<file path="src/rtl/core/stochastic_fast_k_unit_assert.svh">
// Assertion macros for the stochastic fast %K unit.
`ifndef STOCHASTIC_FAST_K_UNIT_ASSERT_SVH
`define STOCHASTIC_FAST_K_UNIT_ASSERT_SVH

`ifndef SYNTHESIS
// Property that must hold at every clock edge outside reset.
`define SFK_ASSERT(label, prop, msg) \
	label: assert property (@(posedge clk) disable iff (!arst_n) (prop)) \
		else $error(msg);
// Condition in one cycle implies a condition in the next.
`define SFK_ASSERT_NEXT(label, pre, post, msg) \
	label: assert property (@(posedge clk) disable iff (!arst_n) (pre) |=> (post)) \
		else $error(msg);
`else
`define SFK_ASSERT(label, prop, msg)
`define SFK_ASSERT_NEXT(label, pre, post, msg)
`endif

`endif

</file>
<file path="src/rtl/core/sfk_window.sv">
// Circular high/low price window: one write port, one registered read port.
module sfk_window #(
	parameter int DEPTH = 64,
	parameter int WIDTH = 32,
	parameter int AW    = 6
) (
	input  logic             clk,
	input  logic             wr_en,
	input  logic [AW-1:0]    wr_addr,
	input  logic [WIDTH-1:0] wr_high,
	input  logic [WIDTH-1:0] wr_low,
	input  logic             rd_en,
	input  logic [AW-1:0]    rd_addr,
	output logic [WIDTH-1:0] rd_high,
	output logic [WIDTH-1:0] rd_low
);

	logic [WIDTH-1:0] high_mem [DEPTH];
	logic [WIDTH-1:0] low_mem  [DEPTH];

	always_ff @(posedge clk) begin
		if (wr_en) begin
			high_mem[wr_addr] <= wr_high;
			low_mem[wr_addr]  <= wr_low;
		end
	end

	always_ff @(posedge clk) begin
		if (rd_en) begin
			rd_high <= high_mem[rd_addr];
			rd_low  <= low_mem[rd_addr];
		end
	end

endmodule

</file>
<file path="config.mk">
export PLATFORM = sky130hd
export DESIGN_NAME = sfk_window
export DESIGN_NICKNAME = d
export VERILOG_FILES = /design/src/rtl/core/stochastic_fast_k_unit_assert.svh /design/src/rtl/core/sfk_window.sv
export SDC_FILE = /design/constraint.sdc
export NUM_CORES = 2
export LEC_CHECK = 0
export BUFFER_PORTS_ARGS = -buffer_cell sky130_fd_sc_hd__buf_4
export CORE_MARGIN = 1
export CORE_UTILIZATION = 51
export CTS_BUF_LIST = sky130_fd_sc_hd__clkbuf_4 sky130_fd_sc_hd__clkbuf_8 sky130_fd_sc_hd__clkbuf_16
export CTS_CLUSTER_SIZE = 28
export DETAILED_ROUTE_END_ITERATION = 8
export PLACE_DENSITY = 0.75
export SLEW_MARGIN = 20
export SYNTH_ARGS = -nofsm -noshare
export SYNTH_HDL_FRONTEND = slang
export SYNTH_SLANG_ARGS = --single-unit
</file>
<file path="constraint.sdc">
create_clock -name clk -period 8.7 [get_ports clk]
set_input_delay 2.61 -clock clk [delete_from_list [all_inputs] [get_ports clk]]
set_output_delay 2.61 -clock clk [all_outputs]
set_load 0.005 [all_outputs]
</file>
-- After elaboration in Yosys (flattened, before gate mapping)
Memories as Yosys holds them, arrays and structs flattened. A register that Yosys moved wholly into a read port is not among the register bits.
Cells that the tools add are included.
- register bits after elaboration: 0
- memory bits (writable): 4096
- input bits: 79
- output and inout port bits: 64
- word-level logic and storage cells: 4
- memories kept: 2
- memory list (name ; depth ; bits a word ; read ports ; clocked after memory_dff ; wr ports ; line ; text):
    high_mem ; 64 ; 32 ; 1 ; 1 ; 1 ; sfk_window.sv:18 ; logic [WIDTH-1:0] high_mem [DEPTH];
    low_mem ; 64 ; 32 ; 1 ; 1 ; 1 ; sfk_window.sv:19 ; logic [WIDTH-1:0] low_mem [DEPTH];
- muxes and demuxes: 2
- operator list (kind ; number):
    $mux W1 ; 2

-- Longest topological paths before layout
- depth in word-level cells: 2
- gate-level depth with buffers: 9
- mapped depth without buffers: 4

-- Worst setup path after synthesis
OpenSTA, ideal clock, no wires.
- path kind: input -> register
- start point: input port wr_addr[4]
- end point: memory high_mem[16][0] (enable)
- library setup time: 0.486 ns
- data arrival time: 6.120 ns
- required time: 8.214 ns
- setup slack: 2.094 ns
- stages on the path: 4
- path buffers: 2
- cells stage by stage: clkbuf_1 -> or3b_2 -> clkbuf_1 -> nor2_1
- RTL lines (what ; line ; text):
    start: declaration ; sfk_window.sv:9 ; input logic [AW-1:0] wr_addr,
    end: declaration ; sfk_window.sv:18 ;
No word-level cell before the write port.

==> impl_metrics.env <==
export IMPL_fin_crit_sh=0.603
export IMPL_cts_tree="built"
export IMPL_die_h_um=556
export IMPL_synth_top_area_frac=0.798
export IMPL_synth_main_ff_cell="edfxtp_1"
export IMPL_whs_endpoint="rd_low[5]"
export IMPL_gp_congestion=0.812
export IMPL_synthDistinctLibCells=29
export IMPL_rows=203
export IMPL_yosysTopAreaCell="edfxtp_1"
export IMPL_synth_most_common_cell="edfxtp_1"
export IMPL_cp_end_kind="flip-flop"
export IMPL_path_clk_slew_ns=0.06
export IMPL_synth_seq_cells=4160
export IMPL_grt_usage=0.279
export IMPL_p_comb_frac=0.046
export IMPL_drt_iter0_markers=12700
export IMPL_rr_endpoint="rd_low[10]"
export IMPL_p_int_w=0.0326
export IMPL_drv_slew=0
export IMPL_ir_drop_uv=166
export IMPL_syn_inst=6505
export IMPL_hold_worst_slack_ns=0.894
export IMPL_die_w_um=556
export IMPL_fp_coreArea_um2=306000
export IMPL_status="complete, no violations"
export IMPL_insertion_delay_ns=0.93
export IMPL_crit_path_max_fanout=83
export IMPL_critical_path_arrival_ns=6.01
export IMPL_p_per_area_nw_per_um2=234
export IMPL_viasPerCell=6.90
export IMPL_cts_htree_levels=5
export IMPL_grt_pass1_wl_um=599000
export IMPL_cp_start_kind="input port"
export IMPL_rsz0062_at_grt="false"
export IMPL_required_ns=9.46
export IMPL_fin_nets=6944
export IMPL_ys_seq_area_frac=0.798
export IMPL_stdcell_area_um2=176000
export IMPL_cts_buffers=389
export IMPL_dp_slack_ns=2.61
export IMPL_n_fill_cell=20600
export IMPL_grt_max_degree=121
export IMPL_wire_per_inst_um=38.3
export IMPL_final_core_util=0.577
export IMPL_critPathSlowestCell="a211oi_1"
export IMPL_slew_headroom=0.194
export IMPL_hp_start="low_mem[62][5]"
export IMPL_p_seq_frac=0.541
export IMPL_cts_sinks=4160
export IMPL_setup_viol=0
export IMPL_clockRootBuffer="clkbuf_16"
export IMPL_dieArea_um2=309000
export IMPL_grt_pass1_vias=78100
export IMPL_cts_max_path_buffers=4
export IMPL_cts_setup_buffers=0
export IMPL_synth_area_top_cells="edfxtp_1 (80%), mux4_2 (15%), a22oi_1 (1.2%)"
export IMPL_finalWorstSetupSlack_ns=3.46
export IMPL_reg2reg_depth=4
export IMPL_max_stage_delay_ns=0.85
export IMPL_hold_path_class="reg -> reg"
export IMPL_synth_fp_nets=6584
export IMPL_holdPathStages=4
export IMPL_fin_worst_skew_ns=0.0566
export IMPL_criticalPathCategory="in -> reg"
export IMPL_synth_edf_count=4160
export IMPL_power_frac_clock=0.413
export IMPL_worstMarginPinSlew_ns=1.21
export IMPL_max_freq_mhz=191
export IMPL_initial_utilization=0.512
export IMPL_path_cells="buf_16, buf_12, buf_4, or3_1, o22ai_1, a211oi_1, o211a_1"
export IMPL_power_net_switching_w=0.00862
export IMPL_worst_path_buf_inv=3
export IMPL_drive_gt1_frac=0.288
export IMPL_r2r_start="low_mem[27][10]"
export IMPL_grt_antenna_before_repair=22
export IMPL_syn_cell_area_um2=156000
export IMPL_num_vias=77800
export IMPL_drtAntennaViolNets=0
export IMPL_tns_ns=0
export IMPL_synthArstFlopShare=0
export IMPL_ctsHoldBuffers=0
export IMPL_ios=143
export IMPL_dp_hpwl_um=223000
export IMPL_ff2ff_setup_slack_ns=6.43
export IMPL_area_delta_synth_final_pct=12.6
export IMPL_route_detailed_drc=0
export IMPL_port_buffers=142
export IMPL_grt_ovfl_total=0
export IMPL_cts_resized=0
export IMPL_avgSynthCellArea_um2=24.1
export IMPL_drv_cap=0
export IMPL_layout_min_cycle_time_ns=5.24
export IMPL_postPlaceCellArea_um2=163000
export IMPL_swShare=0.209
export IMPL_cpLargestDelayFamily="compound AO/OA/AOI/OAI gates"
export IMPL_yosysWarnings=0
export IMPL_p_leak_nw=54.5
export IMPL_dr_pass1_iters=8
export IMPL_synth_top_cells_by_count="edfxtp_1 (4160), mux4_2 (1024), a22oi_1 (256)"
export IMPL_routed_wl_um=431000
export IMPL_hold_viol=0
-- routing by layer --
metal / vias up / global-route usage / routed length (um)
li1: 29000 / - / -
met1: 41100 / 0.376 / 147000
met2: 6580 / 0.438 / 203000
met3: 1060 / 0.0748 / 62000
met4: 30 / 0.110 / 19300
met5: - / 0.00203 / 374
-- power by group through the flow --
stage | logic, W | registers, W | clock network (W)
6_report | 0.00191 | 0.0223 | 0.0170
5_1_grt | 0.00198 | 0.0223 | 0.0178
4_1_cts | 0.00190 | 0.0223 | 0.0171
3_5_place_dp | 0.00188 | 0.0227 | 0
3_3_place_gp | 0.00183 | 0.0227 | 0
2_1_floorplan | 0.00103 | 0.0227 | 0
-- cell usage in the layout (no fill, tap or decap), types with 44 or more instances in the layout --
master	n
a211oi_1	63
a22oi_1	256
buf_12	44
buf_4	296
clkbuf_16	395
clkbuf_4	63
clkinv_1	79
clkinv_2	74
edfxtp_1	4160
mux2i_1	90
mux4_2	1024
nand3_1	133
nor2_4	67
o211a_1	64
o221ai_1	64
o22ai_1	102
-- tightest hold or removal path: stages, from the launching register on --
cell,delay (ns)
edfxtp_1,0.31
mux4_2,0.22
a22oi_1,0.06
nand3_1,0.08
o211a_1,0.14
-- worst max path at each step --
stage | startpoint | end | depth (start not counted)
after floorplan | wr_addr[4] | high_mem[16][0] | 4
after global placement | rd_addr[0] | rd_high[30] | 7
after detailed placement | rd_addr[0] | rd_high[30] | 7
after CTS | rd_addr[0] | rd_high[30] | 7
after global routing | rd_addr[0] | rd_high[30] | 7
final | rd_addr[0] | rd_high[30] | 7
-- registers in the layout, summed over array words and instances, names as in the netlist --
signal and cells:
high_mem 2048, rd_high 32, rd_low 32, low_mem 2048
-- final cells by class --
class	count	area [um2]	share of cell area
Inverter	1	3.75	0.0000213
Antenna cell	14	35.0	0.000199
Multi-Input combinational cell	1967	30200	0.171
Tap cell	4100	5130	0.0291
Clock buffer	458	10400	0.0588
Timing Repair Buffer	346	3230	0.0183
Sequential cell	4160	125000	0.709
Clock inverter	228	2300	0.0131
-- metrics by stage --
stage	power, W	cells
3_5_place_dp	0.0246	10600
2_1_floorplan	0.0237	6505
6_report	0.0413	11300
4_1_cts	0.0413	11300
5_1_grt	0.0421	11300
3_3_place_gp	0.0246	10600
-- cells by family (layout without fill, tap and decap cells) --
group                  after synthesis  after routing  share of synthesized area
and+or+nand+nor                    278            278                    0.00828
muxes                             1114           1114                      0.153
buffers and inverters              378           1033                     0.0124
other                                0             14                          0
DFF                               4160           4160                      0.798
AOI/OAI and AO/OA                  575            575                     0.0279
No activity file was read; power rests on OpenSTA's default activity.
