==> src/rtl/core/stochastic_fast_k_unit_assert.svh <==
// Assertion macros for the stochastic fast %K unit.
`ifndef STOCHASTIC_FAST_K_UNIT_ASSERT_SVH
`define STOCHASTIC_FAST_K_UNIT_ASSERT_SVH

`ifndef SYNTHESIS
// Property that must hold at every clock edge outside reset.
`define SFK_ASSERT(label, prop, msg) \
	label: assert property (@(posedge clk) disable iff (!arst_n) (prop)) \
		else $error(msg);
// Condition in one cycle implies a condition in the next.
`define SFK_ASSERT_NEXT(label, pre, post, msg) \
	label: assert property (@(posedge clk) disable iff (!arst_n) (pre) |=> (post)) \
		else $error(msg);
`else
`define SFK_ASSERT(label, prop, msg)
`define SFK_ASSERT_NEXT(label, pre, post, msg)
`endif

`endif

==> src/rtl/core/sfk_pkg.sv <==
// Shared constants, types and sequencer states of the stochastic fast %K unit.
package sfk_pkg;

	localparam int WINDOW_MAX_DEF = 64;
	localparam int PRICE_BITS_DEF = 32;

	localparam int FRAC_BITS = 16;
	localparam int INT_BITS  = 7;                    // quotient integer bits, 100 < 2^7
	localparam int QUOT_W    = INT_BITS + FRAC_BITS;
	localparam int FASTK_W   = 23;
	localparam int OUT_W     = ((FASTK_W + 7) / 8) * 8;
	localparam int KPERIOD_W = 7;

	localparam logic [KPERIOD_W-1:0] KPERIOD_RST = KPERIOD_W'(5);
	localparam logic [INT_BITS-1:0]  HUNDRED     = INT_BITS'(100);
	localparam logic [FASTK_W-1:0]   FULL_SCALE  = FASTK_W'(100 << FRAC_BITS);

	typedef enum logic [2:0] {
		ST_IDLE,
		ST_SCAN,
		ST_SCAN_END,
		ST_PREP,
		ST_CHECK,
		ST_DIV,
		ST_EMIT
	} sfk_state_t;

	typedef struct packed {
		logic busy;
		logic done;
	} div_status_t;

endpackage

==> src/rtl/core/sfk_div.sv <==
// Restoring divider, one quotient bit per cycle, for 100*num/den in fixed point.
module sfk_div
	import sfk_pkg::*;
#(
	parameter int PRICE_BITS = PRICE_BITS_DEF
) (
	input  logic                           clk,
	input  logic                           arst_n,
	input  logic                           start,
	input  logic [PRICE_BITS+INT_BITS-1:0] dividend,  // 100*num, num < den
	input  logic [PRICE_BITS-1:0]          divisor,
	output logic [QUOT_W-1:0]              quotient,
	output div_status_t                    status
);

	localparam int CW = $clog2(QUOT_W + 1);

	logic [PRICE_BITS-1:0] rem_q;
	logic [PRICE_BITS-1:0] den_q;
	logic [QUOT_W-1:0]     sh_q;
	logic [QUOT_W-1:0]     quot_q;
	logic [CW-1:0]         cnt_q;
	logic                  busy_q;
	logic                  done_q;

	logic [PRICE_BITS:0]   trial;
	logic [PRICE_BITS:0]   diff;
	logic                  ge;

	assign trial = {rem_q, sh_q[QUOT_W-1]};
	assign ge    = trial >= {1'b0, den_q};
	assign diff  = trial - {1'b0, den_q};

	// top bits of the dividend are already below the divisor; the rest shift in
	always_ff @(posedge clk) begin
		if (start) begin
			rem_q <= dividend[PRICE_BITS+INT_BITS-1:INT_BITS];
			sh_q  <= {dividend[INT_BITS-1:0], {FRAC_BITS{1'b0}}};
			den_q <= divisor;
		end else if (busy_q) begin
			rem_q  <= ge ? diff[PRICE_BITS-1:0] : trial[PRICE_BITS-1:0];
			sh_q   <= {sh_q[QUOT_W-2:0], 1'b0};
			quot_q <= {quot_q[QUOT_W-2:0], ge};
		end
	end

	always_ff @(posedge clk or negedge arst_n) begin
		if (!arst_n) begin
			busy_q <= 1'b0;
			done_q <= 1'b0;
			cnt_q  <= '0;
		end else begin
			done_q <= 1'b0;
			if (start) begin
				busy_q <= 1'b1;
				cnt_q  <= '0;
			end else if (busy_q) begin
				cnt_q <= cnt_q + CW'(1);
				if (cnt_q == CW'(QUOT_W - 1)) begin
					busy_q <= 1'b0;
					done_q <= 1'b1;
				end
			end
		end
	end

	assign quotient    = quot_q;
	assign status.busy = busy_q;
	assign status.done = done_q;

endmodule

==> config.mk <==
export PLATFORM = sky130hd
export DESIGN_NAME = sfk_div
export DESIGN_NICKNAME = d
export VERILOG_FILES = /design/src/rtl/core/stochastic_fast_k_unit_assert.svh /design/src/rtl/core/sfk_pkg.sv /design/src/rtl/core/sfk_div.sv
export SDC_FILE = /design/constraint.sdc
export NUM_CORES = 1
export LEC_CHECK = 0
export ABC_AREA = 1
export BUFFER_PORTS_ARGS = -buffer_cell sky130_fd_sc_hd__clkbuf_2
export CAP_MARGIN = 5
export CORE_UTILIZATION = 60
export CTS_BUF_LIST = sky130_fd_sc_hd__clkbuf_2
export DETAILED_ROUTE_END_ITERATION = 10
export GPL_TIMING_DRIVEN = 0
export PLACE_DENSITY = 0.88
export RECOVER_POWER = 25
export SETUP_SLACK_MARGIN = 0.3
export SLEW_MARGIN = 20
export SYNTH_ARGS = -nofsm -noshare
export SYNTH_HDL_FRONTEND = slang
export SYNTH_SLANG_ARGS = --single-unit
==> constraint.sdc <==
create_clock -name clk -period 5.1 [get_ports clk]
set_input_delay 1.53 -clock clk [delete_from_list [all_inputs] [get_ports clk]]
set_output_delay 1.53 -clock clk [all_outputs]
set_load 0.05 [all_outputs]
After elaboration in Yosys (flattened, before gate mapping) --
Cells that the tools add are included.
Operators by class: add/subtract/negate cells 2, magnitude comparators 1, equality and inequality tests 1, mux-type cells 13, bitwise gates (word level) 1, reductions and logical operators 2
Operators by type and width (count):
- 2-to-1 mux 32 bit | 3
- 2-to-1 mux 23 bit | 2
- greater-or-equal comparator 33 x 32 -> 1 bit | 1
- subtractor 32 bit | 1
- 2-to-1 mux 5 bit | 2
- 2-to-1 mux 1 bit | 6
- adder 5 x 1 -> 5 bit, second input constant | 1
- == test 5 bit, second input constant | 1
- AND reduction 2 bit | 1
- nonzero test 2 bit | 1
- NOT 1 bit | 1
Storage, ports and cells: register bits after elaboration 101, input bits 74, output and inout bits 25

Depth between registers and ports, before layout --
depth after elaboration 4, depth in mapped cells 17, mapped depth without buffers 16

Worst setup path before layout --
OpenSTA, ideal clock, no wires.
path kind in2reg, start input port start, end register rem_q[0], enable pin, arrival time 2.954 ns, slack 1.748 ns, cell stages on the path 4, cells stage by stage clkbuf_1 > clkinv_1 > buf_2 > nand2_1
On the way: longest elaborated chain between the ends 1
RTL lines:
- start: declaration | line sfk_div.sv:9 | input logic start,
- nonzero test 2 bit (no source line)
- end signal: assignment | line sfk_div.sv:37 | rem_q <= dividend[PRICE_BITS+INT_BITS-1:INT_BITS];
- end signal: assignment | line sfk_div.sv:41 | rem_q <= ge ? diff[PRICE_BITS-1:0] : trial[PRICE_BITS-1:0];
- end: declaration | line sfk_div.sv:18 | logic [PRICE_BITS-1:0] rem_q;
No other way between the ends. A chain may end at the register's enable or synchronous reset.

Worst setup path after layout --
start input port start, end register rem_q[25], enable pin
The elaborated chain is that of the path after synthesis.

==> metrics.md <==
| Metric | Value |
|---|---|
| Number of sinks on the clock net | `101` |
| DR top layer | `met4` |
| Wire length of the first global-routing pass | `27700 um` |
| Dominant cells by area after synthesis | `sky130_fd_sc_hd__edfxtp_1, sky130_fd_sc_hd__nand2_1, sky130_fd_sc_hd__inv_1, sky130_fd_sc_hd__ha_1, sky130_fd_sc_hd__nand3_1` |
| Maximum number of pins on one net before global-route repair | `34` |
| DP Wirelength | `14200 um` |
| Number of storage elements in the synthesis netlist | `101` |
| Worst rel slew slack | `between 30% and 40%` |
| Core outline area | `approximately 11000 sq um` |
| Total standard cell area after synthesis | `6810 sq um` |
| Number of global-route vias before repair | `between 5000 and 6000` |
| Worst R2R Setup Slack | `2.44 ns` |
| Portion of synthesized cell area occupied by the leading cell type | `41.4%` |
| Maximum achievable frequency | `~280 MHz` |
| Tightest Hold Check Type | `reg -> reg` |
| Initial core utilization | `between 60% and 70%` |
| Number of synthesis warnings | `0` |
| Number of buffers inserted to repair setup after CTS | `0` |
| Kind of start point of the critical path | `input port` |
| Number of DRC violations after detailed-routing iteration 0 | `roughly 450` |
| Site Rows | `38` |
| Number of buffers created by CTS | `9` |
| Crit Path Class | `in -> reg` |
| Buffer cell driving the clock tree root | `sky130_fd_sc_hd__clkbuf_2` |
| Hold Vio Cnt, Final | `0` |
| Unrepaired setup endpoints after global routing | `false` |
| Maximum clock path buffer count | `2` |
| Die span in y | `between 100 and 150 um` |
| Antenna violations before repair | `0` |
| Synthesized instance count | `903` |
| Hold WS | `between 0.4 and 0.5 ns` |
| Total met2 wirelength after detailed routing | `about 8100 um` |
| Layout cell share with drive strength beyond 1 | `around 15%` |
| TritonCTS clock tree | `done` |
| Least setup slack across all paths after layout | `around 1.6 ns` |
| Number of flops mapped to enable cells by yosys | `94` |
| Max Cap Violations | `0` |
| Average instance area after synthesis | `about 7.5 sq um` |
| Total routing usage reported by global routing | `between 30% and 40%` |
| Required time of the critical path | `5.50 ns` |
| Num ports | `99` |
| Type of element capturing the critical path | `flip-flop` |
| Floorplan die area | `between 10000 and 15000 sq um` |
| Antenna cell count | `0` |
| Share of the cycle needed by the critical path after routing | `approximately 70%` |
| Register area share after synthesis | `~44%` |
| DIE WIDTH | `109 um` |
| Static leakage | `slightly above 4 nW` |
| Max Transition Viols Final | `0` |
| Hold-fix buffers at CTS | `0` |
| Count of input and output buffers | `between 90 and 100` |
| CP Max Fanout | `33` |
| Arrival time worst endpoint | `a little under 4 ns` |
| Run status | `completed` |
| Worst-Margin Slew | `between 0.9 and 1 ns` |
| Average wire per cell in the routed design | `approximately 15 um` |
| Setup Slack @ Placement | `between 0.8 and 0.9 ns` |
| Worst clock skew | `0.0391 ns` |
| GRT Residual Overflow | `0` |
| Reg clk slew, reported paths | `0.32 ns` |
| Number of distinct library cells after synthesis | `36` |
| Via Count | `just over 6000` |
| Area growth, synth to finish | `12.1%` |
| Routed vias/inst | `roughly 5.2` |
| Wire length on met3 | `1320 um` |
| DRC violation count after routing | `0` |
| Number of nets in the synthesized netlist | `1012` |
| Shortest clock period the worst path allows after layout | `3.55 ns` |
| Met1 layer wirelength in the final routing | `around 8000 um` |
| Most area-hungry cell type in the Yosys netlist | `sky130_fd_sc_hd__edfxtp_1` |
| Final setup fails | `0` |
| Total Wirelength | `between 15000 and 20000 um` |
| Number of nets at the end of the flow | `1123` |
| Number of H-tree levels | `3` |
| Setup tns final | `0 ns` |
| Total of cells resized after clock tree synthesis | `0` |
| Synth async-reset ratio | `under 10%` |
| Commonest register cell after synthesis | `sky130_fd_sc_hd__edfxtp_1` |
| Clock latency reported for the late side of the worst-skew pair | `approximately 0.68 ns` |
| VDD IR-drop max | `between 0.3 and 0.4 mV` |
| Power density relative to cell area | `roughly 500 nW/um^2` |
| RePlAce Congestion | `around 0.99` |
| Remaining antenna violation count | `0` |
| DR pass1 iterations | `5` |
sequential cells by signal, indices dropped and copies added (netlist names):
signal / flops
busy_q: 1
rem_q: 32
quotient: 23
den_q: 32
sh_q: 7
done_q: 1
cnt_q: 5
worst max-delay path, cell delays in order:
cell	delay, ns
sky130_fd_sc_hd__clkbuf_2	0.70
sky130_fd_sc_hd__clkbuf_1	0.36
sky130_fd_sc_hd__clkinv_1	0.36
sky130_fd_sc_hd__buf_2	0.32
sky130_fd_sc_hd__nand2_2	0.37
sky130_fd_sc_hd__buf_12	0.25
cells by family (layout without fill, tap and decap cells):
family	after synthesis	in the layout	share of synthesized area, %
compound gates	30	30	2.44
simple gates	533	533	34.0
flops	101	101	44.0
xor+xnor	14	14	1.80
fa+ha+maj	35	35	6.54
buf+inv	190	306	11.2
layer usage:
metal	global-route usage (%)	up-vias
li1	-	3051
met1	42.3	2752
met2	51.4	241
met3	7.66	35
met4	11.1	0
met5	0	-
stage by stage:
stage | total power [mW] | instance area, sq um | cells | util (%)
2_1_floorplan | 2.90 | 6810 | 903 | -
6_report | 3.93 | 7640 | 1159 | 69.9
4_1_cts | 3.88 | 7640 | 1159 | 69.9
3_3_place_gp | 3.44 | 7480 | 1141 | 68.4
3_5_place_dp | 3.49 | 7520 | 1143 | 68.7
5_1_grt | 4.24 | 7640 | 1159 | 69.9
worst paths after layout:
kind	from	to	cells after the start
max	start	rem_q[25]$_DFFE_PP_	6
min	quotient[16]$_DFFE_PP_	quotient[17]$_DFFE_PP_	0
max reg2reg	rem_q[13]$_DFFE_PP_	rem_q[12]$_DFFE_PP_	12
min reg2reg	quotient[16]$_DFFE_PP_	quotient[17]$_DFFE_PP_	0
max in group asynchronous	arst_n	cnt_q[0]$_DFFE_PN0P_	1
min in group asynchronous	arst_n	cnt_q[3]$_DFFE_PN0P_	1
synthesized netlist by cell type (2+ instances only):
| cell type | number |
|---|---|
| sky130_fd_sc_hd__nand2_1 | 355 |
| sky130_fd_sc_hd__inv_1 | 166 |
| sky130_fd_sc_hd__edfxtp_1 | 94 |
| sky130_fd_sc_hd__nand3_1 | 67 |
| sky130_fd_sc_hd__nor2_1 | 45 |
| sky130_fd_sc_hd__ha_1 | 34 |
| sky130_fd_sc_hd__nand3b_1 | 26 |
| sky130_fd_sc_hd__a21oi_1 | 20 |
| sky130_fd_sc_hd__xnor2_1 | 13 |
| sky130_fd_sc_hd__nand4_1 | 11 |
| sky130_fd_sc_hd__clkbuf_1 | 7 |
| sky130_fd_sc_hd__dfrtp_1 | 7 |
| sky130_fd_sc_hd__nand2_2 | 7 |
| sky130_fd_sc_hd__buf_2 | 5 |
| sky130_fd_sc_hd__nand3_2 | 5 |
| sky130_fd_sc_hd__nor2_2 | 5 |
| sky130_fd_sc_hd__nor3_1 | 4 |
| sky130_fd_sc_hd__o21ai_0 | 4 |
| sky130_fd_sc_hd__buf_4 | 3 |
| sky130_fd_sc_hd__buf_6 | 3 |
| sky130_fd_sc_hd__inv_2 | 3 |
| sky130_fd_sc_hd__a21oi_2 | 2 |
| sky130_fd_sc_hd__and2_1 | 2 |
| sky130_fd_sc_hd__nand2_4 | 2 |
| sky130_fd_sc_hd__o21a_1 | 2 |
layout by cell type (no fill, tap or decap), types with 5 or more instances in the layout:
cell type                  netlist  final
sky130_fd_sc_hd__nand2_1       355    354
sky130_fd_sc_hd__inv_1         166    166
sky130_fd_sc_hd__clkbuf_2        0    105
sky130_fd_sc_hd__edfxtp_1       94     94
sky130_fd_sc_hd__nand3_1        67     67
sky130_fd_sc_hd__nor2_1         45     44
sky130_fd_sc_hd__ha_1           34     34
sky130_fd_sc_hd__nand3b_1       26     26
sky130_fd_sc_hd__a21oi_1        20     20
sky130_fd_sc_hd__xnor2_1        13     13
sky130_fd_sc_hd__nand4_1        11     11
sky130_fd_sc_hd__clkbuf_1        7      9
sky130_fd_sc_hd__nand2_2         7      8
sky130_fd_sc_hd__dfrtp_1         7      7
sky130_fd_sc_hd__nor2_2          5      6
sky130_fd_sc_hd__nand3_2         5      5
sky130_fd_sc_hd__buf_2           5      5
area by class of cell:
type | count | area (sq um)
plain buffers | 20 | 126
clock buffers | 9 | 45.0
clock inverters | 7 | 78.8
fillers | 901 | 3300
inverters | 170 | 638
multi-input cells | 612 | 3050
flip-flops and latches | 101 | 3000
well taps | 140 | 175
repair buffers | 100 | 523
where the power goes:
| group | total, mW | switching [mW] | internal, mW |
|---|---|---|---|
| registers | 1.21 | 0.0976 | 1.11 |
| logic | 2.31 | 1.50 | 0.815 |
| clock network | 0.403 | 0.321 | 0.0819 |
(Power assumes the default switching activity.)
